==> src/design/batch_timestamp_smoother_top_assert.svh <==
// Assertion macros for the batch timestamp smoother.
// Used by batch_timestamp_smoother_top; needs no other file.
`ifndef BATCH_TIMESTAMP_SMOOTHER_TOP_ASSERT_SVH
`define BATCH_TIMESTAMP_SMOOTHER_TOP_ASSERT_SVH

// Same-cycle implication, checked on every edge out of reset
`define BTS_ASSERT_NOW(lbl, clk, rstn, ante, cons) \
    lbl: assert property (@(posedge clk) disable iff (!(rstn)) (ante) |-> (cons)) \
        else $error("bts check failed: same-cycle rule");

// Next-cycle implication, checked on every edge out of reset
`define BTS_ASSERT_NEXT(lbl, clk, rstn, ante, cons) \
    lbl: assert property (@(posedge clk) disable iff (!(rstn)) (ante) |=> (cons)) \
        else $error("bts check failed: next-cycle rule");

`endif

==> src/design/bts_pkg.sv <==
// Shared types and constants for the batch timestamp smoother.
// Used by bts_alu and batch_timestamp_smoother_top; no dependencies.
package bts_pkg;

    localparam int MAX_BATCH_DEF = 64;
    localparam int TIME_W        = 64;
    localparam int PERIOD_W      = 32;
    localparam int COUNT_W       = 7;   // frame_count width
    localparam int FIDX_W        = 6;   // frame_index width
    localparam int STAT_W        = 32;  // running counters
    localparam int SPAN_W        = PERIOD_W + COUNT_W;

    // Sequencer states
    typedef enum logic [1:0] {
        ST_IDLE,
        ST_SPAN,
        ST_START,
        ST_EMIT
    } bts_state_t;

    // Control word for the shared adder
    typedef struct packed {
        logic sub;   // 1: a - b, 0: a + b
    } bts_alu_ctrl_t;

endpackage

==> src/design/batch_timestamp_smoother_top.sv <==
// Batch timestamp smoother, top level.
// Depends on bts_pkg, bts_alu and batch_timestamp_smoother_top_assert.svh.
//
// Usage:
//   Input channel s_*: one beat per batch descriptor (frame count, host time
//   of the last frame, current time). Result channel m_*: one beat per
//   frame, in frame order, last_in_batch set on the final one. A zero frame
//   count gives no result beat; counts above MAX_BATCH act as MAX_BATCH.
//   cfg_wr_en/cfg_wr_data load the nominal frame period; write only while
//   idle.
//   Sequence: a one-frame batch goes from acceptance straight to ST_EMIT;
//   a batch of n > 1 frames first passes ST_SPAN (span multiply) and
//   ST_START (start subtract), then gives one beat per cycle in ST_EMIT
//   while m_ready does not stall it, one pass per frame through the shared
//   64-bit adder; m_valid is driven from the registered output beat.
//   s_ready is high only between batches; the last beat of a batch may
//   still wait in the output register while the next batch is taken.
//   A stall on m_ready holds the output register and pauses the sequencer.
//   Reset (aresetn low, synchronous) clears the period, the counters and
//   the monotonic history; no result beat is pending after reset.
`include "batch_timestamp_smoother_top_assert.svh"

module batch_timestamp_smoother_top
    import bts_pkg::*;
#(
    parameter int MAX_BATCH = MAX_BATCH_DEF
)
(
    input  logic                 aclk,
    input  logic                 aresetn,

    input  logic                 cfg_wr_en,
    input  logic [PERIOD_W-1:0]  cfg_wr_data,

    input  logic                 s_valid,
    output logic                 s_ready,
    input  logic [COUNT_W-1:0]   s_frame_count,
    input  logic [TIME_W-1:0]    s_last_frame_time,
    input  logic [TIME_W-1:0]    s_now_time,

    output logic                 m_valid,
    input  logic                 m_ready,
    output logic [TIME_W-1:0]    m_assigned_time,
    output logic [FIDX_W-1:0]    m_frame_index,
    output logic                 m_last_in_batch,
    output logic [STAT_W-1:0]    m_batches_smoothed,
    output logic [STAT_W-1:0]    m_frames_smoothed
);

    bts_state_t          state_reg, state_next;

    logic [PERIOD_W-1:0] period_reg;
    logic [COUNT_W-1:0]  n_reg;
    logic [TIME_W-1:0]   base_reg;
    logic [TIME_W-1:0]   now_reg;
    logic [TIME_W-1:0]   span_reg;
    logic [TIME_W-1:0]   cand_reg;
    logic [FIDX_W-1:0]   idx_reg;
    logic [TIME_W-1:0]   last_assigned_reg;
    logic                have_last_reg;
    logic [STAT_W-1:0]   batch_cnt_reg;
    logic [STAT_W-1:0]   frame_cnt_reg;

    logic                m_valid_reg;
    logic [TIME_W-1:0]   out_time_reg;
    logic [FIDX_W-1:0]   out_idx_reg;
    logic                out_last_reg;
    logic [STAT_W-1:0]   out_batches_reg;
    logic [STAT_W-1:0]   out_frames_reg;

    logic                accept;
    logic                emit;
    logic                out_free;
    logic                at_final;
    logic [COUNT_W-1:0]  n_in;
    logic [COUNT_W-1:0]  n_m1;
    logic [SPAN_W-1:0]   span_prod;
    logic [TIME_W-1:0]   start_val;
    logic [TIME_W-1:0]   t_sel;
    logic [TIME_W-1:0]   t_clamped;

    bts_alu_ctrl_t       alu_ctrl;
    logic [TIME_W-1:0]   alu_a;
    logic [TIME_W-1:0]   alu_b;
    logic [TIME_W-1:0]   alu_res;
    logic                alu_carry;

    // Frame count limited to the largest batch
    assign n_in = (s_frame_count > COUNT_W'(MAX_BATCH)) ? COUNT_W'(MAX_BATCH)
                                                        : s_frame_count;

    assign accept     = s_valid && s_ready && (s_frame_count != '0);
    assign out_free   = !m_valid_reg || m_ready;
    assign at_final   = ({1'b0, idx_reg} == (n_reg - COUNT_W'(1)));
    assign n_m1       = n_reg - COUNT_W'(1);

    // Span multiply: 32 x 7 bits, registered in ST_SPAN
    assign span_prod = SPAN_W'(period_reg) * SPAN_W'(n_m1);

    // Next state
    always_comb begin
        state_next = state_reg;
        case (state_reg)
            ST_IDLE: begin
                if (accept) begin
                    state_next = (n_in == COUNT_W'(1)) ? ST_EMIT : ST_SPAN;
                end
            end
            ST_SPAN:  state_next = ST_START;
            ST_START: state_next = ST_EMIT;
            ST_EMIT: begin
                if (emit && at_final) begin
                    state_next = ST_IDLE;
                end
            end
            default:  state_next = ST_IDLE;
        endcase
    end

    // Sequencer outputs and shared adder operand select
    always_comb begin
        s_ready      = 1'b0;
        emit         = 1'b0;
        alu_ctrl.sub = 1'b0;
        alu_a        = cand_reg;
        alu_b        = TIME_W'(period_reg);
        case (state_reg)
            ST_IDLE:  s_ready = 1'b1;
            ST_SPAN:  ;
            ST_START: begin
                alu_ctrl.sub = 1'b1;
                alu_a        = base_reg;
                alu_b        = span_reg;
            end
            ST_EMIT:  emit = out_free;
            default:  ;
        endcase
    end

    bts_alu u_alu (
        .ctrl   (alu_ctrl),
        .op_a   (alu_a),
        .op_b   (alu_b),
        .result (alu_res),
        .carry  (alu_carry)
    );

    // Start time: base - span when base > span, else 1
    assign start_val = (alu_carry && (alu_res != '0)) ? alu_res : TIME_W'(1);

    // Monotonic clamp of the current candidate
    assign t_sel     = (cand_reg == '0) ? now_reg : cand_reg;
    assign t_clamped = (have_last_reg && (t_sel <= last_assigned_reg))
                       ? (last_assigned_reg + TIME_W'(1)) : t_sel;

    // Control registers
    always_ff @(posedge aclk) begin
        if (!aresetn) begin
            state_reg     <= ST_IDLE;
            period_reg    <= '0;
            have_last_reg <= 1'b0;
            last_assigned_reg <= '0;
            batch_cnt_reg <= '0;
            frame_cnt_reg <= '0;
            m_valid_reg   <= 1'b0;
        end else begin
            state_reg <= state_next;
            if (cfg_wr_en) begin
                period_reg <= cfg_wr_data;
            end
            if (accept && (n_in != COUNT_W'(1))) begin
                batch_cnt_reg <= batch_cnt_reg + STAT_W'(1);
                frame_cnt_reg <= frame_cnt_reg + STAT_W'(n_in);
            end
            if (emit) begin
                last_assigned_reg <= t_clamped;
                have_last_reg     <= 1'b1;
                m_valid_reg       <= 1'b1;
            end else if (m_ready) begin
                m_valid_reg <= 1'b0;
            end
        end
    end

    // Batch working registers
    always_ff @(posedge aclk) begin
        if (accept) begin
            n_reg    <= n_in;
            now_reg  <= s_now_time;
            base_reg <= (s_last_frame_time == '0) ? s_now_time : s_last_frame_time;
            cand_reg <= s_last_frame_time;
            idx_reg  <= '0;
        end
        if (state_reg == ST_SPAN) begin
            span_reg <= TIME_W'(span_prod);
        end
        if (state_reg == ST_START) begin
            cand_reg <= start_val;
        end
        if (emit) begin
            cand_reg <= alu_res;
            idx_reg  <= idx_reg + FIDX_W'(1);
        end
    end

    // Output register, one result beat
    always_ff @(posedge aclk) begin
        if (emit) begin
            out_time_reg    <= t_clamped;
            out_idx_reg     <= idx_reg;
            out_last_reg    <= at_final;
            out_batches_reg <= batch_cnt_reg;
            out_frames_reg  <= frame_cnt_reg;
        end
    end

    assign m_valid            = m_valid_reg;
    assign m_assigned_time    = out_time_reg;
    assign m_frame_index      = out_idx_reg;
    assign m_last_in_batch    = out_last_reg;
    assign m_batches_smoothed = out_batches_reg;
    assign m_frames_smoothed  = out_frames_reg;

    // Checks
    `BTS_ASSERT_NOW(a_out_matches_history, aclk, aresetn,
        m_valid_reg, have_last_reg && (last_assigned_reg == out_time_reg))
    `BTS_ASSERT_NOW(a_idx_in_batch, aclk, aresetn,
        state_reg == ST_EMIT, ({1'b0, idx_reg} < n_reg))
    `BTS_ASSERT_NEXT(a_batch_count_step, aclk, aresetn,
        accept && (n_in != COUNT_W'(1)),
        batch_cnt_reg == $past(batch_cnt_reg) + STAT_W'(1))

endmodule

==> src/design/bts_alu.sv <==
// Shared 64-bit add/subtract unit of the batch timestamp smoother.
// Depends on bts_pkg for widths and the control struct.
module bts_alu
    import bts_pkg::*;
(
    input  bts_alu_ctrl_t       ctrl,
    input  logic [TIME_W-1:0]   op_a,
    input  logic [TIME_W-1:0]   op_b,
    output logic [TIME_W-1:0]   result,
    output logic                carry
);

    logic [TIME_W-1:0] b_eff;
    logic [TIME_W:0]   full_sum;

    // Subtract as a + ~b + 1; carry out set means a >= b
    assign b_eff    = ctrl.sub ? ~op_b : op_b;
    assign full_sum = {1'b0, op_a} + {1'b0, b_eff} + {{TIME_W{1'b0}}, ctrl.sub};
    assign result   = full_sum[TIME_W-1:0];
    assign carry    = full_sum[TIME_W];

endmodule
==> config.mk <==
export PLATFORM = sky130hd
export DESIGN_NAME = batch_timestamp_smoother_top
export DESIGN_NICKNAME = d
export VERILOG_FILES = /design/src/design/bts_pkg.sv /design/src/design/batch_timestamp_smoother_top.sv /design/src/design/bts_alu.sv
export VERILOG_INCLUDE_DIRS = /design/src /design/src/design
export SDC_FILE = /design/constraint.sdc
export NUM_CORES = 2
export LEC_CHECK = 0
export ABC_AREA = 0
export BUFFER_PORTS_ARGS = -buffer_cell sky130_fd_sc_hd__buf_2
export CELL_PAD_IN_SITES_DETAIL_PLACEMENT = 0
export CELL_PAD_IN_SITES_GLOBAL_PLACEMENT = 1
export CORE_UTILIZATION = 52
export DETAILED_ROUTE_END_ITERATION = 12
export PLACE_DENSITY_LB_ADDON = 0.25
export SYNTH_ARGS = -nofsm -noshare
export SYNTH_HDL_FRONTEND = slang
export SYNTH_SLANG_ARGS = --single-unit
==> constraint.sdc <==
create_clock -name aclk -period 11.8 [get_ports aclk]
set_clock_uncertainty 0.05 [all_clocks]
set_input_delay 1.18 -clock aclk [delete_from_list [all_inputs] [get_ports aclk]]
set_output_delay 1.18 -clock aclk [all_outputs]
set_load 0.02 [all_outputs]
; Word level (Yosys, flattened, before mapping)
; Cells that the tools add are included.
[totals]
ff_bits = 543
input_bits = 172
output_inout_bits = 137
word_cells = 76
[op_classes]
add_sub_neg = 7
multipliers = 1
magnitude_cmp = 2
eq_ne = 8
mux = 22
bitwise = 1
n_reduce_logical = 17
[op_table]
columns = op, count
row1 = 64-bit 2-to-1 mux, 9
row2 = 64-bit logical NOT, 2
row3 = 64-bit by 64-bit adder with 65-bit output, 1
row4 = 65-bit by 1-bit adder with 65-bit output, 1
row5 = "64-bit by 1-bit adder with 64-bit output, second input constant", 1
row6 = 64-bit <= comparator, 1
row7 = 39-bit inverter with 64-bit output, 1
row8 = 64-bit nonzero test, 1
row9 = 32-bit by 7-bit multiplier with 39-bit output, 1
row10 = 39-bit 2-to-1 mux, 1
row11 = "32-bit by 1-bit adder with 32-bit output, second input constant", 1
row12 = 32-bit by 7-bit adder with 32-bit output, 1
row13 = 6-bit 2-to-1 mux, 2
row14 = 2-bit case mux with 4 select lines, 1
row15 = 6-bit by 7-bit equality test with 1-bit output, 1
row16 = "7-bit by 1-bit equality test with 1-bit output, second input constant", 1
row17 = "7-bit > comparator, second input constant", 1
row18 = 7-bit 2-to-1 mux, 1
row19 = "7-bit by 1-bit inequality test with 1-bit output, second input constant", 1
row20 = 7-bit nonzero test, 1
row21 = "7-bit by 1-bit subtractor with 7-bit output, second input constant", 1
row22 = "6-bit by 1-bit adder with 6-bit output, second input constant", 1
row23 = 1-bit logical AND, 6
row24 = 2-bit 2-to-1 mux, 3
row25 = 10 further kinds, 17

; Logic depth before layout (Yosys ltp)
[depth]
ltp_word = 11
mapped_depth = 29
ltp_nobuf = 25

; Modules after synthesis
; From an unflattened synthesis, not the netlist that was laid out.
[unflattened]
cells_unflattened = 3649
area_unflattened_um2 = 37011.7
[modules_own_cells]
columns = mod, instances, cells_each, area_per_inst_um2, seq_area_each_um2
row1 = batch_timestamp_smoother_top, 1, 3057, 32875.3, 14664.1
row2 = bts_alu, 1, 592, 4136.5, 0.0

; Least setup slack after synthesis
; Ideal clock, no wire load.
[synth_path]
path_type = register to register
start = reg n_reg[0]
end = reg span_reg[37] (data pin)
t_arrival_ps = 6683
t_required_ps = 11484
slack_ps = 4801
stages_incl_launch_ff = 28
path_cell_list = edfxtp_1 -> clkbuf_1 -> inv_2 -> buf_1 -> ha_1 -> nand2_1 -> nor3_1 -> xor2_1 -> clkbuf_1 -> and2_1 -> fa_1 -> fa_1 -> fa_1 -> inv_1 -> fa_1 -> inv_1 -> ha_1 -> a21o_1 -> a21o_1 -> a21oi_1 -> o21ai_0 -> a31oi_1 -> o22ai_1 -> o41ai_1 -> o21ai_0 -> o21a_1 -> o41ai_1 -> xnor2_1
[synth_via]
elab_chain_cells = 2
[synth_lines]
columns = item, line_no
row1 = start: declaration, batch_timestamp_smoother_top.sv:53  ; logic [COUNT_W-1:0] n_reg;
row2 = start signal: assignment, batch_timestamp_smoother_top.sv:188  ; n_reg <= n_in;
row3 = 7-bit by 1-bit subtractor with 7-bit output, batch_timestamp_smoother_top.sv:95  ; assign n_m1 = n_reg - COUNT_W'(1);
row4 = 32-bit by 7-bit multiplier with 39-bit output, batch_timestamp_smoother_top.sv:98  ; assign span_prod = SPAN_W'(period_reg) * SPAN_W'(n_m1);
row5 = net span_prod[37], batch_timestamp_smoother_top.sv:77  ; logic [SPAN_W-1:0] span_prod;
row6 = end signal: assignment, batch_timestamp_smoother_top.sv:195  ; span_reg <= TIME_W'(span_prod);
row7 = end: declaration, batch_timestamp_smoother_top.sv:56  ; logic [TIME_W-1:0] span_reg;
; The timed path passes the listed nets, and every way through them passes these cells.
; A chain may end at the register's enable or synchronous reset.

; Worst setup path in the final report
; Same ends and word-level chain as after synthesis.

==> summary.txt <==
Worst R2R Start: n_reg[0]$_DFFE_PP_
Worst-Margin Slew: 1200 ps
fillers: 6235
Setup-failing EPs final: 0
post-synth cell types: 100
clk root buf: clkbuf_16
Critical Path Start Type: flop
Mapped Nets: 4250
final routed DRC violation total: 0
via count: 29385
data required time of the critical path: 12140 ps
core area: 70100 um2
most frequent cell after synthesis: edfxtp_1
CTS tree: built
Initial Utilization: 0.526
Antenna Nets Post-Route: 0
synthesized flop and latch total: 543
fin crit share: 0.655
Syn Inst Count: 3753
CTS Buffer Depth: 3
Int Pwr: 5.37 mW
placed cell count: 4858
Syn Area/Cell: 9.84 um2
crit path capture type: flop
max_cap viols: 0
switching part of the total power: 0.432
grt total ovfl: 0
setup TNS: 0 ps
Top FF cell, synth: edfxtp_1
Comb pwr share: 0.484
DIE AREA: 72100 um2
P_sw: 4.09 mW
Flop pwr share: 0.312
# rows: 97
CTS sink cnt: 543
HPWL after detailed placement: 84.0 mm
Synth Cell Area: 36900 um2
Chip Height: 268 um
Max Slew Vio Count: 0
Seq/Total Area, Yosys: 0.397
fraction of layout cells with a size suffix above 1: 0.132
ranking of synthesized cells by area: edfxtp_1 (31%), dfxtp_1 (8.9%), fa_1 (8.2%)
pin count of the biggest net entering global routing: 191
quantity of gates resized following cts: 0
number of global-route vias before repair: 28280
clock period minus worst slack: 7730 ps
clock latency on the worst-skew pair: 660 ps
Synth top area share: 0.308
R2R depth: 23
IO Pins: 309
Critical Path AT: 8070 ps
clock slew at reported path FFs: 60 ps
reg-to-reg slack, setup: 4070 ps
Layout area overhead: 11.6%
top post-synthesis cells by count: edfxtp_1 (379), nand2_1 (344), inv_1 (251)
Non-Filler Instances: 4975
achievable clock frequency: 129 MHz
H-tree Lvls: 2
Routed wire per std cell: 22.4 um
area leader, netlist: edfxtp_1
Ys Warns: 0
initial antenna violation count: 6
Async S/R FF share, synth: 0
number of detailed-route iterations in the first pass: 8
via/cell ratio: 5.91
final hold vios: 0
clock network fraction of total power: 0.204
die width: 268 um
Max FO, Critical Path: 33
Max IR drop VDD: 167 uV
buffers inserted by post-CTS timing repair: 0
hold buffers post-CTS: 0
Post-synth EDFFs: 379
Leakage: 16.8 nW
relative max-transition margin: 0.193
Cells on Worst Hold Path: 0
final worst slack: 4070 ps
final wirelength: 112 mm
RePlAce Congestion: 1.00
crit path from: n_reg[0]$_DFFE_PP_
Overall Global Routing Usage: 0.307
TritonCTS buffer count: 60
pre-CTS setup slack: 4030 ps
Port Buf Inserts: 308
power per cell area: 230 nW/um2
RSZ-0062 raised after global routing: no
Starting DRT DRC Count: 2695
status: complete, no violations
first-pass GRT wire length: 168 mm
worst hold path class: reg2reg
crit path kind: reg2reg
Nets: 4477
hold path startpoint: batch_cnt_reg[5]$_SDFFE_PN0P_
-- layer usage --
layer,global-route usage,share of wire
met1,0.423,0.43
met2,0.475,0.45
met3,0.0542,0.076
met4,0.136,0.046
met5,0,0.00038
-- through the flow --
step / hold slack, ps / area, um2 / power, mW / util
after floorplan: 379 / 36900 / 6.09 / -
after global placement: 398 / 39200 / 7.45 / 0.558
after detailed placement: 406 / 39200 / 7.48 / 0.558
after CTS: 420 / 41200 / 9.43 / 0.587
after global routing: 428 / 41200 / 10.0 / 0.587
final: 423 / 41200 / 9.46 / 0.587
-- worst max-delay path, cell delays in order (launching register included) --
cell	delay, ps
edfxtp_1	520
inv_2	450
ha_1	300
nand2_1	120
nor3_1	260
xor2_2	160
buf_4	320
and2_1	210
fa_1	420
fa_1	510
fa_1	530
fa_1	510
ha_1	380
a21o_1	200
a21o_1	170
a21oi_1	230
nand2_1	100
a31oi_1	300
o22ai_1	200
o41ai_1	600
o21ai_0	240
o21a_1	230
o41ai_1	320
xnor2_1	100
-- final timing paths --
| kind | end |
|---|---|
| hold / removal | m_batches_smoothed[5]$_DFFE_PP_ |
| setup reg to reg | span_reg[37]$_DFFE_PN_ |
| setup / recovery | span_reg[37]$_DFFE_PN_ |
| hold reg to reg | m_batches_smoothed[5]$_DFFE_PP_ |
-- area by class of cell --
type                    instances  area, um2  share of cell area
multi-input cells            2790      20600               0.501
flip-flops and latches        543      14700               0.356
inverters                     254        963              0.0234
diodes                          3       7.51            0.000182
well taps                     940       1180              0.0286
clock buffers                  77       1610              0.0390
clock inverters                37        413              0.0100
repair buffers                331       1740              0.0423
-- cells by family (layout without fill, tap and decap cells) --
| kind of cell | after synthesis | count (layout) | share of synthesized area |
|---|---|---|---|
| flip-flops | 543 | 543 | 0.397 |
| XOR/XNOR | 213 | 213 | 0.0505 |
| adder cells (fa/ha/maj) | 325 | 325 | 0.141 |
| AND/OR/NAND/NOR | 1247 | 1247 | 0.177 |
| multiplexers | 79 | 79 | 0.0228 |
| AO/OA/AOI/OAI | 926 | 926 | 0.165 |
| other | 0 | 3 | 0 |
| buffers and inverters | 420 | 699 | 0.0467 |
-- layout by cell type (no fill, tap or decap), drive strengths merged, types with 14 or more instances in the layout --
master / n
xor2: 40
o22ai: 24
nor2b: 88
xnor2: 173
clkinv: 26
o211ai: 14
o31a: 32
a21boi: 25
mux2i: 39
mux2: 40
a21oi: 211
and3: 33
nand2: 347
nand3: 110
o21bai: 15
o21a: 20
nor3b: 21
nor4: 64
a22o: 45
or4: 16
a31oi: 16
clkbuf: 77
and2: 189
inv: 255
nor2: 169
nor3: 54
o21ai: 242
or3: 33
dfxtp: 164
nand2b: 20
edfxtp: 379
buf: 331
fa: 151
a21o: 176
ha: 174
nand4: 57
-- power groups by stage --
| stage | logic (mW) | clock network [mW] | registers (mW) |
|---|---|---|---|
| floorplan | 3.18 | 0 | 2.91 |
| global placement | 4.47 | 0 | 2.98 |
| detailed placement | 4.50 | 0 | 2.98 |
| CTS | 4.53 | 1.96 | 2.94 |
| global route | 5.01 | 2.03 | 3.00 |
| finish | 4.58 | 1.93 | 2.95 |
Note: power is estimated with default switching activity, not from simulation.
